$ cat config.mk
export PLATFORM = sky130hd
export DESIGN_NAME = utf8_decoder_validating
export DESIGN_NICKNAME = d
export VERILOG_FILES = /design/src/rtl/core/u8dv_pkg.sv /design/src/rtl/core/utf8_decoder_validating.sv /design/src/rtl/core/u8dv_front.sv /design/src/rtl/core/u8dv_queue.sv /design/src/rtl/core/u8dv_back.sv
export SDC_FILE = /design/constraint.sdc
export NUM_CORES = 1
export LEC_CHECK = 0
export BUFFER_PORTS_ARGS = -buffer_cell sky130_fd_sc_hd__buf_2
export CAP_MARGIN = 0
export CORE_MARGIN = 5
export CORE_UTILIZATION = 30
export CTS_CLUSTER_SIZE = 28
export DETAILED_ROUTE_END_ITERATION = 10
export SKIP_CTS_REPAIR_TIMING = 1
export SLEW_MARGIN = 20
export SYNTH_ARGS = -nofsm -noshare
export SYNTH_HDL_FRONTEND = slang
export SYNTH_HIERARCHICAL = 1
export SYNTH_SLANG_ARGS = --single-unit
$ cat constraint.sdc
create_clock -name clock -period 4.6 [get_ports clock]
set_input_delay 0.69 -clock clock [delete_from_list [all_inputs] [get_ports clock]]
set_output_delay 0.69 -clock clock [all_outputs]
set_load 0.1 [all_outputs]
$ cat src/rtl/core/u8dv_pkg.sv
package u8dv_pkg;

   localparam int unsigned BYTE_W = 8;
   localparam int unsigned CP_W   = 21;
   localparam int unsigned LEN_W  = 3;
   localparam int unsigned GAT_W  = 2;

   localparam logic [CP_W-1:0] REPLACEMENT_CP = 21'd63;
   localparam logic [CP_W-1:0] MAX_CP         = 21'h10ffff;
   localparam logic [CP_W-1:0] SURR_LO        = 21'h00d800;
   localparam logic [CP_W-1:0] SURR_HI        = 21'h00dfff;
   localparam logic [CP_W-1:0] MIN_CP_LEN2    = 21'h000080;
   localparam logic [CP_W-1:0] MIN_CP_LEN3    = 21'h000800;
   localparam logic [CP_W-1:0] MIN_CP_LEN4    = 21'h010000;

   localparam logic [LEN_W-1:0] LEN_NONE = 3'd0;
   localparam logic [LEN_W-1:0] LEN_TWO  = 3'd2;
   localparam logic [LEN_W-1:0] LEN_THREE = 3'd3;
   localparam logic [LEN_W-1:0] LEN_FOUR = 3'd4;

   localparam logic [BYTE_W-1:0] LEAD2_LO = 8'hc2;
   localparam logic [BYTE_W-1:0] LEAD2_HI = 8'hdf;
   localparam logic [BYTE_W-1:0] LEAD3_LO = 8'he0;
   localparam logic [BYTE_W-1:0] LEAD3_HI = 8'hef;
   localparam logic [BYTE_W-1:0] LEAD4_LO = 8'hf0;
   localparam logic [BYTE_W-1:0] LEAD4_HI = 8'hf4;
   localparam logic [BYTE_W-1:0] ASCII_HI = 8'h7f;
   localparam logic [1:0]        CONT_TAG = 2'b10;

   // one word of work for the back end: some replacements, then an optional tail result
   typedef struct packed {
      logic [LEN_W-1:0] nq;
      logic             tail;
      logic [CP_W-1:0]  tail_cp;
      logic             tail_rep;
      logic             tail_end;
   } cmd_type;

   typedef struct packed {
      logic full;
      logic empty;
   } q_status_type;

endpackage

$ cat src/rtl/core/utf8_decoder_validating.sv
// utf8_decoder_validating: validating utf-8 decoder, one byte per word in
// input side: drive req_in_byte with push high; the byte is taken at a clock
//   edge where push is high and full is low
// result side: while empty is low the oldest code point sits on the rsp_
//   ports; pop high at a clock edge takes it
// a byte gives zero to four results; rsp_last marks the final result of a
//   byte, rsp_replaced marks a '?' put in for bad input, rsp_end_of_text a nul
// path: a byte's results are written to the command queue and then registered
//   in the output stage before they reach the rsp_ ports
// throughput: one byte per cycle while each byte gives at most one result and
//   pop stays high; the output stage emits one result per cycle while pop is
//   high, so a byte giving several results holds the back end longer and the
//   command queue (QUEUE_DEPTH words) absorbs the difference before full rises
// reset clears the open sequence, the command queue and the output stage
// when the receiver stalls, the output word holds, the queue fills and full
//   is raised; no word is lost or repeated
module utf8_decoder_validating #(
   parameter int unsigned QUEUE_DEPTH = 4
) (
   input  logic        clock,
   input  logic        reset,
   input  logic        push,
   output logic        full,
   input  logic [7:0]  req_in_byte,
   output logic        empty,
   input  logic        pop,
   output logic [20:0] rsp_code_point,
   output logic        rsp_replaced,
   output logic        rsp_end_of_text,
   output logic        rsp_last
);
   import u8dv_pkg::*;

   logic         accept;
   logic         cmd_valid;
   cmd_type      cmd;
   cmd_type      head;
   q_status_type q_status;
   logic         head_pop;
   logic         out_valid;

   assign full   = q_status.full;
   assign accept = push && !q_status.full;
   assign empty  = !out_valid;

   u8dv_front u_front (
      .clock     (clock),
      .reset     (reset),
      .accept    (accept),
      .in_byte   (req_in_byte),
      .cmd_valid (cmd_valid),
      .cmd       (cmd)
   );

   u8dv_queue #(.DEPTH(QUEUE_DEPTH)) u_queue (
      .clock   (clock),
      .reset   (reset),
      .wr_en   (cmd_valid),
      .wr_word (cmd),
      .rd_en   (head_pop),
      .rd_word (head),
      .status  (q_status)
   );

   u8dv_back u_back (
      .clock           (clock),
      .reset           (reset),
      .head            (head),
      .head_valid      (!q_status.empty),
      .head_pop        (head_pop),
      .out_pop         (pop),
      .out_valid       (out_valid),
      .out_code_point  (rsp_code_point),
      .out_replaced    (rsp_replaced),
      .out_end_of_text (rsp_end_of_text),
      .out_last        (rsp_last)
   );

   a_reset_empty: assert property (@(posedge clock) reset |=> empty && !full)
      else $error("outputs not cleared after reset");

   a_queue_status: assert property (@(posedge clock) disable iff (reset)
      !(q_status.full && q_status.empty))
      else $error("queue both full and empty");

   a_rep_value: assert property (@(posedge clock) disable iff (reset)
      (!empty && rsp_replaced) |-> (rsp_code_point == REPLACEMENT_CP && !rsp_end_of_text))
      else $error("replacement word carries wrong value");

   a_nul_word: assert property (@(posedge clock) disable iff (reset)
      (!empty && rsp_end_of_text) |-> (rsp_code_point == '0 && rsp_last))
      else $error("end of text word malformed");

   a_pop_head: assert property (@(posedge clock) disable iff (reset)
      head_pop |-> !q_status.empty)
      else $error("queue read while empty");

endmodule

$ cat src/rtl/core/u8dv_front.sv
module u8dv_front (
   input  logic                 clock,
   input  logic                 reset,
   input  logic                 accept,
   input  logic [7:0]           in_byte,
   output logic                 cmd_valid,
   output u8dv_pkg::cmd_type    cmd
);
   import u8dv_pkg::*;

   logic [LEN_W-1:0] exp_ff, exp_in;
   logic [GAT_W-1:0] gat_ff, gat_in;
   logic [CP_W-1:0]  part_ff, part_in;

   logic             is_cont;
   logic [CP_W-1:0]  part_next;
   logic [GAT_W-1:0] gat_next;
   logic [LEN_W-1:0] gat_sum;
   logic             complete;
   logic             seq_ok;
   logic [LEN_W-1:0] broken_nq;

   assign is_cont   = (in_byte[7:6] == CONT_TAG);
   assign part_next = {part_ff[CP_W-7:0], in_byte[5:0]};
   assign gat_next  = gat_ff + 2'd1;
   assign gat_sum   = {1'b0, gat_next} + 3'd1;
   assign complete  = (gat_sum >= exp_ff);
   assign broken_nq = (gat_ff == 2'd3) ? 3'd3 : ({1'b0, gat_ff} + 3'd1);

   always_comb begin
      seq_ok = 1'b1;
      if (exp_ff == LEN_TWO && part_next < MIN_CP_LEN2) seq_ok = 1'b0;
      if (exp_ff == LEN_THREE && part_next < MIN_CP_LEN3) seq_ok = 1'b0;
      if (exp_ff == LEN_FOUR && part_next < MIN_CP_LEN4) seq_ok = 1'b0;
      if (part_next > MAX_CP) seq_ok = 1'b0;
      if (part_next >= SURR_LO && part_next <= SURR_HI) seq_ok = 1'b0;
   end

   always_comb begin
      cmd     = '0;
      exp_in  = exp_ff;
      gat_in  = gat_ff;
      part_in = part_ff;
      if (exp_ff != LEN_NONE && is_cont) begin
         if (complete) begin
            exp_in  = LEN_NONE;
            gat_in  = '0;
            part_in = '0;
            if (seq_ok) begin
               cmd.tail    = 1'b1;
               cmd.tail_cp = part_next;
            end else begin
               cmd.nq = exp_ff;
            end
         end else begin
            gat_in  = gat_next;
            part_in = part_next;
         end
      end else begin
         // open sequence broken: one replacement per buffered byte
         cmd.nq  = (exp_ff != LEN_NONE) ? broken_nq : 3'd0;
         exp_in  = LEN_NONE;
         gat_in  = '0;
         part_in = '0;
         if (in_byte == 8'd0) begin
            cmd.tail     = 1'b1;
            cmd.tail_end = 1'b1;
         end else if (in_byte inside {[8'd1:ASCII_HI]}) begin
            cmd.tail    = 1'b1;
            cmd.tail_cp = {{(CP_W-BYTE_W){1'b0}}, in_byte};
         end else if (in_byte inside {[LEAD2_LO:LEAD2_HI]}) begin
            exp_in  = LEN_TWO;
            part_in = {{(CP_W-5){1'b0}}, in_byte[4:0]};
         end else if (in_byte inside {[LEAD3_LO:LEAD3_HI]}) begin
            exp_in  = LEN_THREE;
            part_in = {{(CP_W-4){1'b0}}, in_byte[3:0]};
         end else if (in_byte inside {[LEAD4_LO:LEAD4_HI]}) begin
            exp_in  = LEN_FOUR;
            part_in = {{(CP_W-3){1'b0}}, in_byte[2:0]};
         end else begin
            cmd.tail     = 1'b1;
            cmd.tail_cp  = REPLACEMENT_CP;
            cmd.tail_rep = 1'b1;
         end
      end
   end

   assign cmd_valid = accept && (cmd.tail || cmd.nq != 3'd0);

   always_ff @(posedge clock) begin
      if (reset) begin
         exp_ff  <= LEN_NONE;
         gat_ff  <= '0;
         part_ff <= '0;
      end else if (accept) begin
         exp_ff  <= exp_in;
         gat_ff  <= gat_in;
         part_ff <= part_in;
      end
   end

endmodule

$ cat src/rtl/core/u8dv_queue.sv
module u8dv_queue #(
   parameter int unsigned DEPTH = 4
) (
   input  logic                    clock,
   input  logic                    reset,
   input  logic                    wr_en,
   input  u8dv_pkg::cmd_type       wr_word,
   input  logic                    rd_en,
   output u8dv_pkg::cmd_type       rd_word,
   output u8dv_pkg::q_status_type  status
);
   import u8dv_pkg::*;

   localparam int unsigned PTR_W = (DEPTH > 1) ? $clog2(DEPTH) : 1;
   localparam int unsigned CNT_W = $clog2(DEPTH + 1);
   localparam logic [PTR_W-1:0] LAST_PTR = PTR_W'(DEPTH - 1);
   localparam logic [CNT_W-1:0] FULL_CNT = CNT_W'(DEPTH);

   cmd_type          mem_ff [DEPTH];
   logic [PTR_W-1:0] wr_ptr_ff, wr_ptr_in;
   logic [PTR_W-1:0] rd_ptr_ff, rd_ptr_in;
   logic [CNT_W-1:0] cnt_ff, cnt_in;

   assign status.full  = (cnt_ff == FULL_CNT);
   assign status.empty = (cnt_ff == '0);
   assign rd_word      = mem_ff[rd_ptr_ff];

   always_comb begin
      wr_ptr_in = wr_ptr_ff;
      rd_ptr_in = rd_ptr_ff;
      cnt_in    = cnt_ff;
      if (wr_en) wr_ptr_in = (wr_ptr_ff == LAST_PTR) ? '0 : wr_ptr_ff + 1'b1;
      if (rd_en) rd_ptr_in = (rd_ptr_ff == LAST_PTR) ? '0 : rd_ptr_ff + 1'b1;
      if (wr_en && !rd_en) cnt_in = cnt_ff + 1'b1;
      else if (rd_en && !wr_en) cnt_in = cnt_ff - 1'b1;
   end

   always_ff @(posedge clock) begin
      if (reset) begin
         wr_ptr_ff <= '0;
         rd_ptr_ff <= '0;
         cnt_ff    <= '0;
      end else begin
         wr_ptr_ff <= wr_ptr_in;
         rd_ptr_ff <= rd_ptr_in;
         cnt_ff    <= cnt_in;
      end
   end

   always_ff @(posedge clock) begin
      if (wr_en) mem_ff[wr_ptr_ff] <= wr_word;
   end

endmodule

$ cat src/rtl/core/u8dv_back.sv
module u8dv_back (
   input  logic                    clock,
   input  logic                    reset,
   input  u8dv_pkg::cmd_type       head,
   input  logic                    head_valid,
   output logic                    head_pop,
   input  logic                    out_pop,
   output logic                    out_valid,
   output logic [20:0]             out_code_point,
   output logic                    out_replaced,
   output logic                    out_end_of_text,
   output logic                    out_last
);
   import u8dv_pkg::*;

   logic [LEN_W-1:0] idx_ff, idx_in;
   logic             valid_ff, valid_in;
   logic [CP_W-1:0]  cp_ff, cp_in;
   logic             rep_ff, rep_in;
   logic             end_ff, end_in;
   logic             last_ff, last_in;
   logic             load;
   logic             in_q;

   assign load = head_valid && (!valid_ff || out_pop);
   assign in_q = (idx_ff < head.nq);

   always_comb begin
      if (in_q) begin
         cp_in   = REPLACEMENT_CP;
         rep_in  = 1'b1;
         end_in  = 1'b0;
         last_in = (idx_ff + 3'd1 == head.nq) && !head.tail;
      end else begin
         cp_in   = head.tail_cp;
         rep_in  = head.tail_rep;
         end_in  = head.tail_end;
         last_in = 1'b1;
      end
      head_pop = load && last_in;
      idx_in   = idx_ff;
      if (load) idx_in = last_in ? '0 : idx_ff + 3'd1;
      valid_in = valid_ff;
      if (load) valid_in = 1'b1;
      else if (out_pop) valid_in = 1'b0;
   end

   always_ff @(posedge clock) begin
      if (reset) begin
         idx_ff   <= '0;
         valid_ff <= 1'b0;
      end else begin
         idx_ff   <= idx_in;
         valid_ff <= valid_in;
      end
   end

   always_ff @(posedge clock) begin
      if (load) begin
         cp_ff   <= cp_in;
         rep_ff  <= rep_in;
         end_ff  <= end_in;
         last_ff <= last_in;
      end
   end

   assign out_valid       = valid_ff;
   assign out_code_point  = cp_ff;
   assign out_replaced    = rep_ff;
   assign out_end_of_text = end_ff;
   assign out_last        = last_ff;

endmodule

==> results.md <==
| Result | This run | Unit |
|---|---|---|
| GRT Util Overall | 10.50 | % |
| Area growth, synth to finish | 15.47 | % |
| Grt total ovfl | 0 | - |
| Share of layout cells above drive strength 1 | 21.37 | % |
| Portion of the post-synthesis area used by sequential elements | 67.11 | % |
| Layout net count | 512 | - |
| Clock tree buffer depth | 2 | - |
| Unrepaired setup endpoints after global routing | false | - |
| I/O pin total | 38 | - |
| Post-DRT Antenna Nets | 0 | - |
| Die Y | 161.6 | µm |
| Level count of the clock H-tree | 4 | - |
| Most common library cell in the layout ignoring fill and taps | edfxtp_1 | - |
| Synth area leaders | edfxtp_1 (58%), dfxtp_1 (9.6%), mux4_2 (6.5%) | - |
| Setup total negative slack | 0 | ps |
| Pin count of the biggest net entering global routing | 28 | - |
| Routed vias | 3691 | - |
| Required time reported for the critical path endpoint | 4950 | ps |
| PnR worst setup slack | 988.3 | ps |
| Final Hold Violating Endpoints | 0 | - |
| Clock latency at the later pin of the worst-skew pair | 420 | ps |
| Outcome | finished, final reports clean | - |
| Startpoint of the worst setup timing path | u_front/gat_ff[0]$_SDFFE_PP0P_ | - |
| Biggest fanout along the worst timing path | 9 | - |
| DIE AREA | 0.02610 | mm² |
| Metal1 wirelength | 6.091 | mm |
| Register clock-pin slew on the reported worst setup and hold paths | 60 | ps |
| Data arrival at the endpoint of the critical path | 3960 | ps |
| Class of the worst hold path | reg2reg | - |
| Final setup violation count | 0 | - |
| Synth Net Count | 460 | - |
| Uppermost layer routed | met4 | - |
| Power density over cell area | 629.2 | mW/mm² |
| Final setup skew | 11.67 | ps |
| Average wire per standard cell | 16.70 | µm |
| Clock sink count | 165 | - |
| Area of the mapped netlist | 0.006890 | mm² |
| Inserted Clock Buffers | 17 | - |
| F_max | 276.9 | MHz |
| Final critical delay including setup and external delays | 3612 | ps |
| Per-instance average area after synthesis | 15.99 | µm² |
| Worst Max-Slew Pin Slew | 991.6 | ps |
| Peak VDD IR | 0.3113 | mV |
| Capture point of the worst reg-to-reg path | u_queue/cnt_ff[2]$_SDFFE_PP0P_ | - |
| Crit Path Category | reg2reg | - |
| Hold path startpoint | u_front/part_ff[0]$_SDFFE_PP0P_ | - |
| Initial antenna violation count | 0 | - |
| Async SR Flop Fraction | 0 | % |
| End point of the critical path | u_queue/cnt_ff[2]$_SDFFE_PP0P_ | - |
| Wire length on met3 | 491 | µm |
| Cell type with the highest aggregate area in the netlist | edfxtp_1 | - |
| Type of element launching the critical path | register | - |
| Number of max-slew violations in the final report | 0 | - |
| Via count of the first global-routing pass | 3911 | - |
| Headroom to the max-slew limit | 33.82 | % |
| CTS Root Buffer Type | clkbuf_16 | - |
| Routability congestion estimate | 0.8375 | - |
| Internal reg-to-reg setup slack | 990 | ps |
| Initial core utilization | 30.43 | % |
| Placed wire-length estimate | 8.740 | mm |
| Top flip-flop cell by instance count after synthesis | edfxtp_1 | - |
| Overall routed net length | 13.05 | mm |
| Fin crit share | 78.52 | % |
| Iter 0 DRT Violations | 164 | - |
| Element type at the critical path end | register | - |
| Number of buffers added on ports | 37 | - |
| Leakage | 2.821 | nW |
| TritonCTS clock tree | built | - |
| X dimension of the die | 161.6 | µm |
| Instance count of the mapped netlist | 431 | - |
| Number of remaining DRC errors | 0 | - |
| Reported max-cap violation count | 0 | - |
| Number of cells on the worst reg-to-reg path | 15 | - |
| Yosys Warn Count | 6 | - |
| Worst slack at placement | 920.6 | ps |
| Vias per cell | 4.726 | - |
| Number of distinct library cells after synthesis | 53 | - |
| Critical register-to-register path startpoint | u_front/gat_ff[0]$_SDFFE_PP0P_ | - |
| Number of core rows | 55 | - |
| #FFs+latches synth | 165 | - |
| Wire length of the first global-routing pass | 21.11 | mm |
| EDFF count, synth | 132 | - |
| Commonest cells after routing, fill and taps aside | edfxtp_1 (132), buf_2 (37), and2_1 (34) | - |
| Antenna fix cells | 0 | - |
| Placeable Area | 0.02264 | mm² |
| First-pass detailed-route iteration total | 5 | - |
| Total length of routed met2 wires | 6.276 | mm |
| Fraction of post-synthesis cell area in the top cell type by area | 57.53 | % |
[critical path, cell delays in order (launching register included)]
cell and delay [ps]:
dfxtp_1 400, inv_1 110, ha_1 330, xnor2_1 130, ha_1 270, nand2_1 50, o21ai_1 110, buf_4 170
o22ai_1 170, a21boi_1 450, ha_1 280, inv_1 70, fa_1 370, xor2_1 170, or3_1 310, a21oi_1 150
[how the worst min path moves through the flow]
| stage | slack [ps] | to | cells past startpoint |
|---|---|---|---|
| floorplan | 450 | u_back/idx_ff[0]$_SDFFE_PP0P_ | 2 |
| global placement | 470 | u_back/idx_ff[0]$_SDFFE_PP0P_ | 2 |
| detailed placement | 500 | u_front/part_ff[0]$_SDFFE_PP0P_ | 2 |
| CTS | 510 | u_front/part_ff[0]$_SDFFE_PP0P_ | 2 |
| global route | 530 | u_queue/cnt_ff[2]$_SDFFE_PP0P_ | 2 |
| finish | 510 | u_front/part_ff[0]$_SDFFE_PP0P_ | 2 |
[routing by layer]
metal  GRT usage (%)  up-vias
li1                -     1738
met1           14.00     1872
met2           16.60       71
met3           2.475       10
met4           4.265        0
met5               0        -
[power by group]
part           leakage [nW]  internal, W  switching [W]
registers              1.51      0.00190      0.0000784
clock network         0.275     0.000762       0.000536
logic                  1.04     0.000447        0.00129
total                  2.82      0.00310        0.00190
[state kept, by name, indices dropped and copies added, names as in the netlist, named ones only]
signal	count
u_queue/rd_ptr_ff	2
u_back/out_end_of_text	1
u_back/out_replaced	1
u_front/gat_ff	2
u_queue/cnt_ff	3
u_front/part_ff	15
u_queue/wr_ptr_ff	2
u_back/out_last	1
u_back/out_code_point	21
u_back/idx_ff	3
u_front/exp_ff	3
u_queue/mem_ff	108
u_back/out_valid	1
[cell type report]
cell class              instances  area, µm²
clock buffers                  24      503.0
clock inverters                 8      47.55
inverters                      18      67.56
multi-input cells             235       2105
fillers                      2147      14680
flip-flops and latches        165       4624
well taps                     285      356.6
repair buffers                 46      252.7
[cell usage after synthesis (all sizes together), types with 2 or more instances]
cell type,count
a211oi,2
a21o,7
a21oi,18
and2,34
and4b,2
buf,9
clkbuf,4
dfxtp,33
edfxtp,132
ha,16
inv,18
mux2i,18
mux4,27
nand2,10
nand2b,16
nand3,6
nand3b,2
nor2,29
nor2b,2
nor3,5
nor3b,4
nor4,2
o211ai,2
o21ai,7
o22ai,3
o2bb2ai,2
or3,2
or4,3
xnor2,4
xor2,3
[logic make-up (layout without fill, tap and decap cells)]
| family | after synthesis | after routing | share of synthesized area [%] |
|---|---|---|---|
| adder cells (fa/ha/maj) | 17 | 17 | 3.196 |
| buffers and inverters | 31 | 96 | 2.342 |
| AO/OA/AOI/OAI | 45 | 45 | 4.213 |
| XOR/XNOR | 8 | 8 | 1.217 |
| AND/OR/NAND/NOR | 120 | 120 | 10.10 |
| flip-flops | 165 | 165 | 67.11 |
| multiplexers | 45 | 45 | 11.82 |
[per-stage QoR]
stage / power, W / cell area [µm²] / hold WS (ps) / utilization, % / std cells
final: 0.005006 / 7956 / 511.6 / 35.14 / 781
after global routing: 0.005258 / 7956 / 531.6 / 35.14 / 781
after CTS: 0.005088 / 7956 / 506.0 / 35.14 / 781
after detailed placement: 0.003785 / 7406 / 495.6 / 32.71 / 749
after global placement: 0.003740 / 7406 / 465.3 / 32.71 / 749
after floorplan: 0.003458 / 6890 / 447.6 / - / 431
Note: power is estimated with default switching activity, not from simulation.
